==> config.mk <==
export PLATFORM = sky130hd
export DESIGN_NAME = slot_pool_allocator
export DESIGN_NICKNAME = d
export VERILOG_FILES = /design/src/hw/rtl/spa_pkg.sv /design/src/hw/rtl/spa_ram.sv /design/src/hw/rtl/spa_ctrl.sv /design/src/hw/rtl/spa_dp.sv /design/src/hw/rtl/slot_pool_allocator.sv
export SDC_FILE = /design/constraint.sdc
export NUM_CORES = 2
export LEC_CHECK = 0
export ABC_AREA = 1
export BUFFER_PORTS_ARGS = -buffer_cell sky130_fd_sc_hd__buf_2
export CORE_ASPECT_RATIO = 0.9
export CORE_UTILIZATION = 41
export DETAILED_ROUTE_END_ITERATION = 10
export MAX_ROUTING_LAYER = met4
export PLACE_DENSITY = 0.55
export SLEW_MARGIN = 30
export SYNTH_ARGS = -nofsm -noshare
export SYNTH_HDL_FRONTEND = slang
export SYNTH_SLANG_ARGS = --single-unit
export TNS_END_PERCENT = 20
==> constraint.sdc <==
create_clock -name clk -period 5.9 [get_ports clk]
set_input_delay 0 -clock clk [delete_from_list [all_inputs] [get_ports clk]]
set_output_delay 0 -clock clk [all_outputs]
set_load 0.005 [all_outputs]
==> src/hw/rtl/spa_pkg.sv <==
package spa_pkg;

  localparam int unsigned DEPTH_DEF         = 64;
  localparam int unsigned PAYLOAD_WIDTH_DEF = 32;

  localparam logic OP_ALLOC = 1'b0;

  // controller -> datapath
  typedef struct packed {
    logic capture;    // latch request word
    logic dec_pop;    // take free-list head, read its next link
    logic dec_new;    // take the next never-used slot
    logic dec_free;   // read all entries of the requested slot
    logic set_fail;
    logic pop_free;   // free head <= next link just read
    logic link_new;   // write new slot, push onto allocated list
    logic back_link;  // old allocated head points back to new slot
    logic unlink;     // patch neighbors of the slot being freed
    logic self_free;  // clear slot, push onto free list
    logic load_out;
  } spa_cmd_t;

  // datapath -> controller
  typedef struct packed {
    logic op;
    logic free_avail;
    logic hw_avail;
    logic idx_ok;
    logic slot_alloc;
    logic used_nonempty;
  } spa_sts_t;

endpackage

==> src/hw/rtl/spa_ram.sv <==
module spa_ram #(
  parameter int unsigned WIDTH = 8,
  parameter int unsigned DEPTH = 64
) (
  input  logic                     clk,
  input  logic                     we,
  input  logic [$clog2(DEPTH)-1:0] waddr,
  input  logic [WIDTH-1:0]         wdata,
  input  logic [$clog2(DEPTH)-1:0] raddr,
  output logic [WIDTH-1:0]         rdata
);

  logic [WIDTH-1:0] mem [DEPTH];

  always_ff @(posedge clk) begin
    if (we) begin
      mem[waddr] <= wdata;
    end
    rdata <= mem[raddr];
  end

endmodule

==> src/hw/rtl/spa_ctrl.sv <==
module spa_ctrl (
  input  logic              clk,
  input  logic              rst,
  input  logic              req_valid,
  output logic              req_stall,
  output logic              rsp_valid,
  input  logic              rsp_stall,
  input  spa_pkg::spa_sts_t sts,
  output spa_pkg::spa_cmd_t cmd
);

  typedef enum logic [2:0] {
    S_IDLE,
    S_DECODE,
    S_POP,
    S_LINK,
    S_BACK,
    S_CHECK,
    S_SELF,
    S_RESP
  } state_t;

  state_t state, state_next;

  always_comb begin
    cmd        = '0;
    state_next = state;
    req_stall  = (state != S_IDLE);
    case (state)
      S_IDLE: begin
        if (req_valid) begin
          cmd.capture = 1'b1;
          state_next  = S_DECODE;
        end
      end
      S_DECODE: begin
        if (sts.op == spa_pkg::OP_ALLOC) begin
          if (sts.free_avail) begin
            cmd.dec_pop = 1'b1;
            state_next  = S_POP;
          end else if (sts.hw_avail) begin
            cmd.dec_new = 1'b1;
            state_next  = S_LINK;
          end else begin
            cmd.set_fail = 1'b1;
            state_next   = S_RESP;
          end
        end else begin
          if (sts.idx_ok) begin
            cmd.dec_free = 1'b1;
            state_next   = S_CHECK;
          end else begin
            cmd.set_fail = 1'b1;
            state_next   = S_RESP;
          end
        end
      end
      S_POP: begin
        cmd.pop_free = 1'b1;
        state_next   = S_LINK;
      end
      S_LINK: begin
        cmd.link_new = 1'b1;
        state_next   = sts.used_nonempty ? S_BACK : S_RESP;
      end
      S_BACK: begin
        cmd.back_link = 1'b1;
        state_next    = S_RESP;
      end
      S_CHECK: begin
        if (sts.slot_alloc) begin
          cmd.unlink = 1'b1;
          state_next = S_SELF;
        end else begin
          cmd.set_fail = 1'b1;
          state_next   = S_RESP;
        end
      end
      S_SELF: begin
        cmd.self_free = 1'b1;
        state_next    = S_RESP;
      end
      S_RESP: begin
        // output register frees up this cycle or is already empty
        if (!rsp_valid || !rsp_stall) begin
          cmd.load_out = 1'b1;
          state_next   = S_IDLE;
        end
      end
      default: begin
        state_next = S_IDLE;
      end
    endcase
  end

  always_ff @(posedge clk) begin
    if (rst) begin
      state     <= S_IDLE;
      rsp_valid <= 1'b0;
    end else begin
      state <= state_next;
      if (cmd.load_out) begin
        rsp_valid <= 1'b1;
      end else if (!rsp_stall) begin
        rsp_valid <= 1'b0;
      end
    end
  end

endmodule

==> src/hw/rtl/spa_dp.sv <==
module spa_dp #(
  parameter int unsigned DEPTH         = spa_pkg::DEPTH_DEF,
  parameter int unsigned PAYLOAD_WIDTH = spa_pkg::PAYLOAD_WIDTH_DEF
) (
  input  logic                     clk,
  input  logic                     rst,
  input  spa_pkg::spa_cmd_t        cmd,
  output spa_pkg::spa_sts_t        sts,
  input  logic                     operation,
  input  logic [PAYLOAD_WIDTH-1:0] payload_in,
  input  logic [$clog2(DEPTH)-1:0] slot_index,
  output logic                     ok,
  output logic [$clog2(DEPTH)-1:0] granted_index,
  output logic [PAYLOAD_WIDTH-1:0] payload_out
);

  localparam int unsigned IW = $clog2(DEPTH);
  localparam int unsigned LW = $clog2(DEPTH + 1);
  // null link
  localparam logic [LW-1:0] NIL = LW'(DEPTH);

  logic                     op_r;
  logic [PAYLOAD_WIDTH-1:0] pay_r;
  logic [IW-1:0]            idx_r;

  logic [LW-1:0] free_head;
  logic [LW-1:0] used_head;
  logic [LW-1:0] high_water;

  logic [IW-1:0] slot;
  logic [LW-1:0] link_a;

  logic                     res_ok;
  logic [IW-1:0]            res_idx;
  logic [PAYLOAD_WIDTH-1:0] res_pay;

  logic [IW-1:0] raddr;

  logic                     nxt_we, prv_we, st_we, pl_we;
  logic [IW-1:0]            nxt_wa, prv_wa;
  logic [LW-1:0]            nxt_wd, prv_wd;
  logic                     st_wd;
  logic [LW-1:0]            nxt_rd, prv_rd;
  logic                     st_rd;
  logic [PAYLOAD_WIDTH-1:0] pl_rd;

  assign sts.op            = op_r;
  assign sts.free_avail    = (free_head != NIL);
  assign sts.hw_avail      = (high_water != NIL);
  assign sts.idx_ok        = (LW'(idx_r) < high_water);
  assign sts.slot_alloc    = st_rd;
  assign sts.used_nonempty = (used_head != NIL);

  assign raddr = cmd.dec_pop ? free_head[IW-1:0] : idx_r;

  always_comb begin
    nxt_we = 1'b0;
    nxt_wa = slot;
    nxt_wd = used_head;
    prv_we = 1'b0;
    prv_wa = slot;
    prv_wd = NIL;
    st_we  = 1'b0;
    st_wd  = 1'b0;
    pl_we  = 1'b0;
    if (cmd.link_new) begin
      nxt_we = 1'b1;
      prv_we = 1'b1;
      st_we  = 1'b1;
      st_wd  = 1'b1;
      pl_we  = 1'b1;
    end
    if (cmd.back_link) begin
      prv_we = 1'b1;
      prv_wa = link_a[IW-1:0];
      prv_wd = LW'(slot);
    end
    if (cmd.unlink) begin
      // prev.next = next ; next.prev = prev
      nxt_we = (prv_rd != NIL);
      nxt_wa = prv_rd[IW-1:0];
      nxt_wd = nxt_rd;
      prv_we = (nxt_rd != NIL);
      prv_wa = nxt_rd[IW-1:0];
      prv_wd = prv_rd;
    end
    if (cmd.self_free) begin
      nxt_we = 1'b1;
      nxt_wd = free_head;
      prv_we = 1'b1;
      st_we  = 1'b1;
    end
  end

  spa_ram #(.WIDTH(LW), .DEPTH(DEPTH)) u_next (
    .clk(clk), .we(nxt_we), .waddr(nxt_wa), .wdata(nxt_wd), .raddr(raddr), .rdata(nxt_rd)
  );

  spa_ram #(.WIDTH(LW), .DEPTH(DEPTH)) u_prev (
    .clk(clk), .we(prv_we), .waddr(prv_wa), .wdata(prv_wd), .raddr(raddr), .rdata(prv_rd)
  );

  spa_ram #(.WIDTH(1), .DEPTH(DEPTH)) u_status (
    .clk(clk), .we(st_we), .waddr(slot), .wdata(st_wd), .raddr(raddr), .rdata(st_rd)
  );

  spa_ram #(.WIDTH(PAYLOAD_WIDTH), .DEPTH(DEPTH)) u_payload (
    .clk(clk), .we(pl_we), .waddr(slot), .wdata(pay_r), .raddr(raddr), .rdata(pl_rd)
  );

  // list heads and high-water mark
  always_ff @(posedge clk) begin
    if (rst) begin
      free_head  <= NIL;
      used_head  <= NIL;
      high_water <= '0;
    end else begin
      if (cmd.dec_new) begin
        high_water <= high_water + 1'b1;
      end
      if (cmd.pop_free) begin
        free_head <= nxt_rd;
      end
      if (cmd.link_new) begin
        used_head <= LW'(slot);
      end
      if (cmd.unlink && (prv_rd == NIL)) begin
        used_head <= nxt_rd;
      end
      if (cmd.self_free) begin
        free_head <= LW'(slot);
      end
    end
  end

  always_ff @(posedge clk) begin
    if (cmd.capture) begin
      op_r  <= operation;
      pay_r <= payload_in;
      idx_r <= slot_index;
    end
    if (cmd.dec_pop) begin
      slot <= free_head[IW-1:0];
    end
    if (cmd.dec_new) begin
      slot <= high_water[IW-1:0];
    end
    if (cmd.dec_free) begin
      slot <= idx_r;
    end
    if (cmd.set_fail) begin
      res_ok  <= 1'b0;
      res_idx <= '0;
      res_pay <= '0;
    end
    if (cmd.link_new) begin
      link_a  <= used_head;
      res_ok  <= 1'b1;
      res_idx <= slot;
      res_pay <= '0;
    end
    if (cmd.unlink) begin
      res_pay <= pl_rd;
    end
    if (cmd.self_free) begin
      res_ok  <= 1'b1;
      res_idx <= '0;
    end
    if (cmd.load_out) begin
      ok            <= res_ok;
      granted_index <= res_idx;
      payload_out   <= res_pay;
    end
  end

endmodule

==> src/hw/rtl/slot_pool_allocator.sv <==
// States after decode: result on a full pool or out-of-range free; check,
// result on freeing an unused slot; pop (free list nonempty), link, back link
// (used list nonempty), result on an allocate; check, unlink, self free, result on a
// free. One request at a time; each link memory has one write port, so the two link
// writes of an allocate or free take separate cycles. Reset (rst, synchronous) empties
// both lists and clears the high-water mark; the slot memories need no clearing.
module slot_pool_allocator #(
  parameter int unsigned DEPTH         = spa_pkg::DEPTH_DEF,
  parameter int unsigned PAYLOAD_WIDTH = spa_pkg::PAYLOAD_WIDTH_DEF
) (
  input  logic                     clk,
  input  logic                     rst,
  input  logic                     req_valid,
  output logic                     req_stall,
  input  logic                     operation,
  input  logic [PAYLOAD_WIDTH-1:0] payload_in,
  input  logic [$clog2(DEPTH)-1:0] slot_index,
  output logic                     rsp_valid,
  input  logic                     rsp_stall,
  output logic                     ok,
  output logic [$clog2(DEPTH)-1:0] granted_index,
  output logic [PAYLOAD_WIDTH-1:0] payload_out
);

  spa_pkg::spa_cmd_t cmd;
  spa_pkg::spa_sts_t sts;

  spa_ctrl u_ctrl (
    .clk       (clk),
    .rst       (rst),
    .req_valid (req_valid),
    .req_stall (req_stall),
    .rsp_valid (rsp_valid),
    .rsp_stall (rsp_stall),
    .sts       (sts),
    .cmd       (cmd)
  );

  spa_dp #(
    .DEPTH         (DEPTH),
    .PAYLOAD_WIDTH (PAYLOAD_WIDTH)
  ) u_dp (
    .clk           (clk),
    .rst           (rst),
    .cmd           (cmd),
    .sts           (sts),
    .operation     (operation),
    .payload_in    (payload_in),
    .slot_index    (slot_index),
    .ok            (ok),
    .granted_index (granted_index),
    .payload_out   (payload_out)
  );

endmodule

[Word-level counts from Yosys, hierarchy flattened]
Memory sizes are Yosys's and may differ from the RTL's. A register that Yosys moved wholly into a read port is not among the register bits.
Cells that the tools add are included.
W data, S select, Z words.
Word-level totals
  input bits: 43
  RAM bits: 3008
  register bits after elaboration: 154
  logic and storage cells: 121
  output and inout bits: 41
  memories kept: 4
Memory list
  u_dp.u_payload.mem: depth 64, width 32, rd ports 1, clocked after Yosys merged registers in 1, wr ports 1, RTL line spa_ram.sv:13  | logic [WIDTH-1:0] mem [DEPTH];
  u_dp.u_next.mem: depth 64, width 7, rd ports 1, clocked after Yosys merged registers in 1, wr ports 1, RTL line spa_ram.sv:13
  u_dp.u_prev.mem: depth 64, width 7, rd ports 1, clocked after Yosys merged registers in 1, wr ports 1, RTL line spa_ram.sv:13
  u_dp.u_status.mem: depth 64, width 1, rd ports 1, clocked after Yosys merged registers in 1, wr ports 1, RTL line spa_ram.sv:13
Operators by class
  muxes and demuxes: 69
  order comparisons: 1
  reductions and logical operators: 14
  equality and inequality tests: 16
  add/sub/neg operators: 1
Operators by type and width (number)
  $mux W32: 3
  $mux W7: 8
  $mux W6: 9
  $mux W1: 38
  $ne A7 B7 Y1 const B: 5
  $pmux W3 S7: 1
  $mux W3: 6
  $eq A3 B3 Y1 const B: 4
  $reduce_bool A3 Y1: 3
  $add A7 B1 Y7 const B: 1
  $eq A7 B7 Y1 const B: 1
  $lt A6 B7 Y1: 1
  $eq A3 B2 Y1 const B: 2
  $mux W2: 3
  $reduce_bool A2 Y1: 3
  $ne A2 B1 Y1 const B: 2
  $reduce_or A2 Y1: 2
  $eq A3 B1 Y1 const B: 1
  $logic_not A3 Y1: 1
  $logic_not A1 Y1: 2
  $ne A2 B2 Y1 const B: 1
  $pmux W1 S2: 1
  $reduce_and A2 Y1: 1
  $logic_and A1 B1 Y1: 1
  $logic_or A1 B1 Y1: 1

[Depth between registers and ports, before layout]
  word-level depth: 8
  mapped depth: 18

[By module]
A second synthesis with hierarchy kept.
Unflattened totals
  cells, all modules: 10856
  area total of the unflattened synthesis: 129188.9 um2
By module, submodules not included
  spa_ram (u_dp.u_payload): area each 82738.1 um2, sequential area each 62139.6 um2, cells an instance 6769, instances 1
  spa_ram (u_dp.u_next ...): area each 18545.3 um2, sequential area each 13593.0 um2, cells an instance 1590, instances 2
  spa_dp: area each 5987.0 um2, sequential area each 4224.1 um2, cells an instance 529, instances 1
  spa_ram (u_dp.u_status): area each 3045.4 um2, sequential area each 1941.9 um2, cells an instance 314, instances 1
  spa_ctrl: area each 327.8 um2, sequential area each 80.1 um2, cells an instance 64, instances 1

[Worst setup path after synthesis]
No wires, ideal clock.
  path kind: flip-flop to flip-flop
  from: register u_ctrl.state[0]
  to: memory u_dp.u_next.mem[0][4] (netlist name) (data pin)
  arrival: 3693 ps
  setup slack: 1505 ps
  clock period less this slack: 4395 ps
  stages on the path, launching flop included: 8
  setup time: 702 ps
  cell sequence: dfxtp_1 -> buf_2 -> nor2_2 -> inv_1 -> nor2_1 -> inv_2 -> clkbuf_1 -> o21ai_0
Between the ends
  longest elaborated chain between the ends: 4
  elaborated cells on any way between the ends: 6
  those cells by class: eq/ne (2); mux (4)
Ends and longest elaborated chain
  from (decl): RTL line spa_ctrl.sv:23  | state_t state, state_next;
  from (signal assigned): RTL line spa_ctrl.sv:101  | state <= state_next;
  $eq A3 B3 Y1: RTL line spa_ctrl.sv:29  | case (state)
  $mux W1: RTL line spa_ctrl.sv:29
  $mux W7: RTL line spa_dp.sv:78  | if (cmd.unlink) begin
  $mux W7 (*): RTL line spa_dp.sv:87  | if (cmd.self_free) begin
  via u_dp.nxt_wd[4]: RTL line spa_dp.sv:41  | logic [LW-1:0] nxt_wd, prv_wd;
  to (decl): RTL line spa_ram.sv:13
The timed path passes the listed nets; every way through them passes the cells marked *.

[Worst setup path in the final report]
  from: register u_dp.free_head[0]
  to: register u_dp.u_payload.rdata[30], read port of u_dp.u_payload.mem
Between the ends
  longest elaborated chain between the ends: 5
Ends and longest elaborated chain
  from (decl): RTL line spa_dp.sv:26  | logic [LW-1:0] free_head;
  from (signal assigned): RTL line spa_dp.sv:122  | free_head <= nxt_rd;
  from (signal assigned): RTL line spa_dp.sv:131  | free_head <= LW'(slot);
  $ne A7 B7 Y1: RTL line spa_dp.sv:48  | assign sts.free_avail = (free_head != NIL);
  $mux W1: RTL line spa_ctrl.sv:38  | if (sts.free_avail) begin
  $mux W2: RTL line spa_ctrl.sv:37  | if (sts.op == spa_pkg::OP_ALLOC) begin
  $mux W3: RTL line spa_ctrl.sv:29
  $mux W6 (*): RTL line spa_dp.sv:54  | assign raddr = cmd.dec_pop ? free_head[IW-1:0] : idx_r;
  to (decl): RTL line spa_ram.sv:10  | output logic [WIDTH-1:0] rdata
Every way passes the cells marked *; elsewhere a longest branch is shown, timed or not.
A chain may end at the register's enable or synchronous reset.

==> impl_metrics.json <==
{
  "dp_slack_ps": 1250,
  "vias_per_cell": 5.02,
  "critical_path_class": "reg -> reg",
  "route.final.wire_length_mm": 393,
  "clock_power_share_pct": 32.4,
  "layout-drive-gt1-share_pct": 7.32,
  "layout_worst_path_cycle_share_pct": 80.2,
  "final.setup_skew_ps": 44.8,
  "finalWorstPathRequiredPeriod_ps": 4730,
  "final_worst_setup_slack_ps": 1170,
  "grt_first_pass_wirelength_mm": 580,
  "route.detailed.wl_per_inst_um": 21.3,
  "critPathRequiredTime_ps": 6690,
  "netSwitchingFraction_pct": 34.3,
  "p_per_area_nw_per_um2": 424,
  "setup_viol_count_final": 0,
  "io_buffers": 83,
  "cts-root-buf": "sky130_fd_sc_hd__clkbuf_16",
  "design.core.area_um2": 337000,
  "finalNonFillerCells": 18500,
  "cellLeakagePower_nw": 66.6,
  "postSynthCellCount": 13500,
  "synthesis.nets": 13600,
  "drtIter0Drc": 9496,
  "routed.top_layer": "met4",
  "grt_setup_unrepaired": "no",
  "placed_area_um2": 146000,
  "clockBufferDepth": 4,
  "dr_wl_met2_mm": 181,
  "cts_inserted_buffers": 348,
  "final_cell_area_um2": 158000,
  "timing.critical_path.arrival_ps": 5520,
  "run_status": "completed",
  "critical_path.max_stage_delay_ps": 730,
  "syn2layout_area_growth_pct": 13.6,
  "utilization_pct": 46.9,
  "p_int_mw": 44.0,
  "floorplan.die_area_um2": 342000,
  "timing.critical_path.cells": "inv_1 > nand2_1 > nor2_1 > nand2_2 > nand2_2 > nand2_8 > nand2_8 > buf_12 > buf_12 > nand2_1 > nand3_1 > nand3_1 > nand3_1 > nand3_1 > nand3_1 > nand2_1",
  "totalNegativeSetupSlack_ps": 0,
  "htree_num_levels": 5,
  "place.detailed.instances": 17700,
  "cts_tree": "yes",
  "chipWidth_um": 616,
  "yosysUniqueCellTypes": 37,
  "synth_enable_flop_cells": 3130,
  "netSwitchingPower_mw": 23.0,
  "ioPinCount": 84,
  "num_vias": 92700,
  "route.met3.wl_mm": 28.1,
  "yosys_register_bits": 3209,
  "yosys_warnings": 0,
  "die_h_um": 555,
  "cts.reportedPaths.clkPinSlew_ps": 60,
  "total_congestion_overflow_after_global_routing": 0,
  "netlist_area_um2": 139000,
  "nFillCells": 30900,
  "cts.sinks": 3209,
  "synth_area_per_cell_um2": 10.3,
  "cts.repair.resized": 0,
  "timing.fmax_ghz": 0.211,
  "worstHoldPathType": "in -> reg",
  "leading_register_cell_type_out_of_synthesis": "sky130_fd_sc_hd__edfxtp_1",
  "setup.worst_path.end_class": "flop",
  "start_util_pct": 41.3,
  "grtUsageTotal_pct": 23.3,
  "first_global_vias": 86700,
  "p_seq_share_pct": 40.5,
  "met1Wirelength_mm": 175,
  "cp_common_cell": "sky130_fd_sc_hd__nand3_1",
  "antenna_violations_before_repair": 3,
  "max_slew_margin_pct": 30.4,
  "yosysSeqAreaShare_pct": 68.6,
  "finalMaxSlewViolations": 0,
  "grt_max_degree": 118,
  "post_cts_hold_buffer_count": 83,
  "power.share.combinational_pct": 27.1,
  "drt_pass1_iterations": 6,
  "num_rows": 202,
  "crit_path_max_fanout": 82,
  "max_cap_violations": 0,
  "place_hpwl_mm": 215,
  "async_reset_ff_share_pct": 0,
  "hold_viol_final": 0,
  "fin_nets": 13700,
  "drc": 0,
  "cpMaxStageDelayCell": "sky130_fd_sc_hd__nand2_8",
  "cts_setup_buffers": 0,
  "gp_routability_congestion": 0.848,
  "clkLatencyLatePin_ps": 930,
  "irDropWorstVdd_mv": 0.300,
  "tightest_slew_ps": 1040,
  "worstSetupStartpointType": "flop",
  "drt.antenna.violating_nets": 0
}
[final timing paths]
kind	start	slack [ps]	depth (start not counted)	end
max reg2reg	u_dp.free_head[0]	1170	16	u_dp.u_payload.rdata[30]
max	u_dp.free_head[0]	1170	16	u_dp.u_payload.rdata[30]
min	req_valid	90	6	u_ctrl.state[0]
min reg2reg	u_dp.res_pay[28]	420	0	u_dp.payload_out[28]
[power by group through the flow]
stage | Combinational (mW) | Sequential (mW) | Clock (mW)
after floorplan | 10.6 | 27.9 | 0
after global placement | 18.0 | 27.6 | 0
after detailed placement | 18.0 | 27.6 | 0
after CTS | 18.1 | 27.2 | 22.1
after global routing | 19.8 | 27.2 | 22.9
final | 18.2 | 27.2 | 21.7
[cell usage after synthesis, types with 2 or more instances]
| library cell | number | area share (%) |
|---|---|---|
| sky130_fd_sc_hd__o21ai_2 | 6 | 0.038 |
| sky130_fd_sc_hd__inv_1 | 2921 | 7.9 |
| sky130_fd_sc_hd__a31oi_1 | 14 | 0.063 |
| sky130_fd_sc_hd__nand3_2 | 2 | 0.014 |
| sky130_fd_sc_hd__buf_6 | 3 | 0.024 |
| sky130_fd_sc_hd__o21ai_0 | 25 | 0.090 |
| sky130_fd_sc_hd__nand2_2 | 4 | 0.018 |
| sky130_fd_sc_hd__nor2_1 | 254 | 0.68 |
| sky130_fd_sc_hd__o22ai_1 | 4 | 0.018 |
| sky130_fd_sc_hd__buf_4 | 23 | 0.12 |
| sky130_fd_sc_hd__o21ai_4 | 2 | 0.023 |
| sky130_fd_sc_hd__ha_1 | 7 | 0.063 |
| sky130_fd_sc_hd__nor4_1 | 11 | 0.049 |
| sky130_fd_sc_hd__nor3_1 | 52 | 0.19 |
| sky130_fd_sc_hd__dfxtp_1 | 79 | 1.1 |
| sky130_fd_sc_hd__nand4_1 | 20 | 0.090 |
| sky130_fd_sc_hd__edfxtp_1 | 3130 | 67 |
| sky130_fd_sc_hd__nand2_1 | 3285 | 8.9 |
| sky130_fd_sc_hd__a21oi_1 | 30 | 0.11 |
| sky130_fd_sc_hd__buf_1 | 50 | 0.13 |
| sky130_fd_sc_hd__o311ai_0 | 6 | 0.038 |
| sky130_fd_sc_hd__inv_2 | 7 | 0.019 |
| sky130_fd_sc_hd__buf_2 | 486 | 1.7 |
| sky130_fd_sc_hd__clkinv_1 | 7 | 0.019 |
| sky130_fd_sc_hd__clkbuf_1 | 137 | 0.37 |
| sky130_fd_sc_hd__nand3_1 | 2970 | 11 |
[critical path, delay by kind of cell, from the launching register on]
kind                   cells  cell delay, ps
DFF                        1             340
buffers and inverters      3             910
and+or+nand+nor           13            3140
[area by class of cell]
class / count / area [µm²] / area share, %
tap: 4488 / 5620 / 3.55
multi-input combinational: 6703 / 30100 / 19.0
clock inverter: 189 / 1760 / 1.11
antenna: 7 / 17.5 / 0.0111
inverter: 2935 / 11000 / 6.98
sequential: 3209 / 95600 / 60.4
timing repair buffer: 494 / 4610 / 2.91
clock buffer: 454 / 9530 / 6.02
[flip-flops by register name, indices dropped and copies added (netlist names), 3 cells and up]
signal	count
u_dp.payload_out	32
u_dp.idx_r	6
u_dp.res_pay	32
u_dp.free_head	7
u_dp.u_next.mem	448
u_dp.u_payload.mem	2048
u_dp.granted_index	6
u_dp.u_prev.rdata	7
u_dp.u_prev.mem	448
u_dp.u_status.mem	64
u_ctrl.state	3
u_dp.used_head	7
u_dp.high_water	7
u_dp.pay_r	32
u_dp.u_next.rdata	7
u_dp.res_idx	6
u_dp.link_a	6
u_dp.u_payload.rdata	32
u_dp.slot	6
[logic make-up after synthesis]
logic type,Yosys count,share of synthesized area [%]
simple gates,6602,20.6
buf+inv,3634,10.3
flops,3209,68.6
compound gates,94,0.417
fa+ha+maj,7,0.0629
[placed cells by master (no fill, tap or decap), types with 13 or more instances in the layout]
cell type                       instances
sky130_fd_sc_hd__o21ai_4               13
sky130_fd_sc_hd__inv_1               2917
sky130_fd_sc_hd__dlygate4sd3_1         83
sky130_fd_sc_hd__dfxtp_1               79
sky130_fd_sc_hd__clkbuf_8              19
sky130_fd_sc_hd__buf_12                62
sky130_fd_sc_hd__bufinv_16             28
sky130_fd_sc_hd__nand4_1               20
sky130_fd_sc_hd__clkinv_2              51
sky130_fd_sc_hd__buf_2                 83
sky130_fd_sc_hd__buf_4                259
sky130_fd_sc_hd__nand2_1             3283
sky130_fd_sc_hd__a21oi_1               28
sky130_fd_sc_hd__o21ai_0               17
sky130_fd_sc_hd__nor3_2                37
sky130_fd_sc_hd__nor2_1               214
sky130_fd_sc_hd__nor3_1                15
sky130_fd_sc_hd__nor2_4                40
sky130_fd_sc_hd__clkbuf_16            359
sky130_fd_sc_hd__clkinv_1              90
sky130_fd_sc_hd__nand3_1             2970
sky130_fd_sc_hd__clkbuf_1              73
sky130_fd_sc_hd__edfxtp_1            3130
[through the flow]
| step | power, mW | hold WS [ps] |
|---|---|---|
| 6_report | 67.0 | 90.8 |
| 3_3_place_gp | 45.6 | 177 |
| 3_5_place_dp | 45.7 | 178 |
| 5_1_grt | 69.8 | 110 |
| 2_1_floorplan | 38.5 | 98.9 |
| 4_1_cts | 67.4 | 53.6 |
[layer usage]
layer  vias up  GRT usage, %
met1     44800          32.5
met5         -             -
met2      3124          36.4
li1      44200             -
met4         0          5.36
met3       559          3.06
No activity file was read; power rests on OpenSTA's default activity.
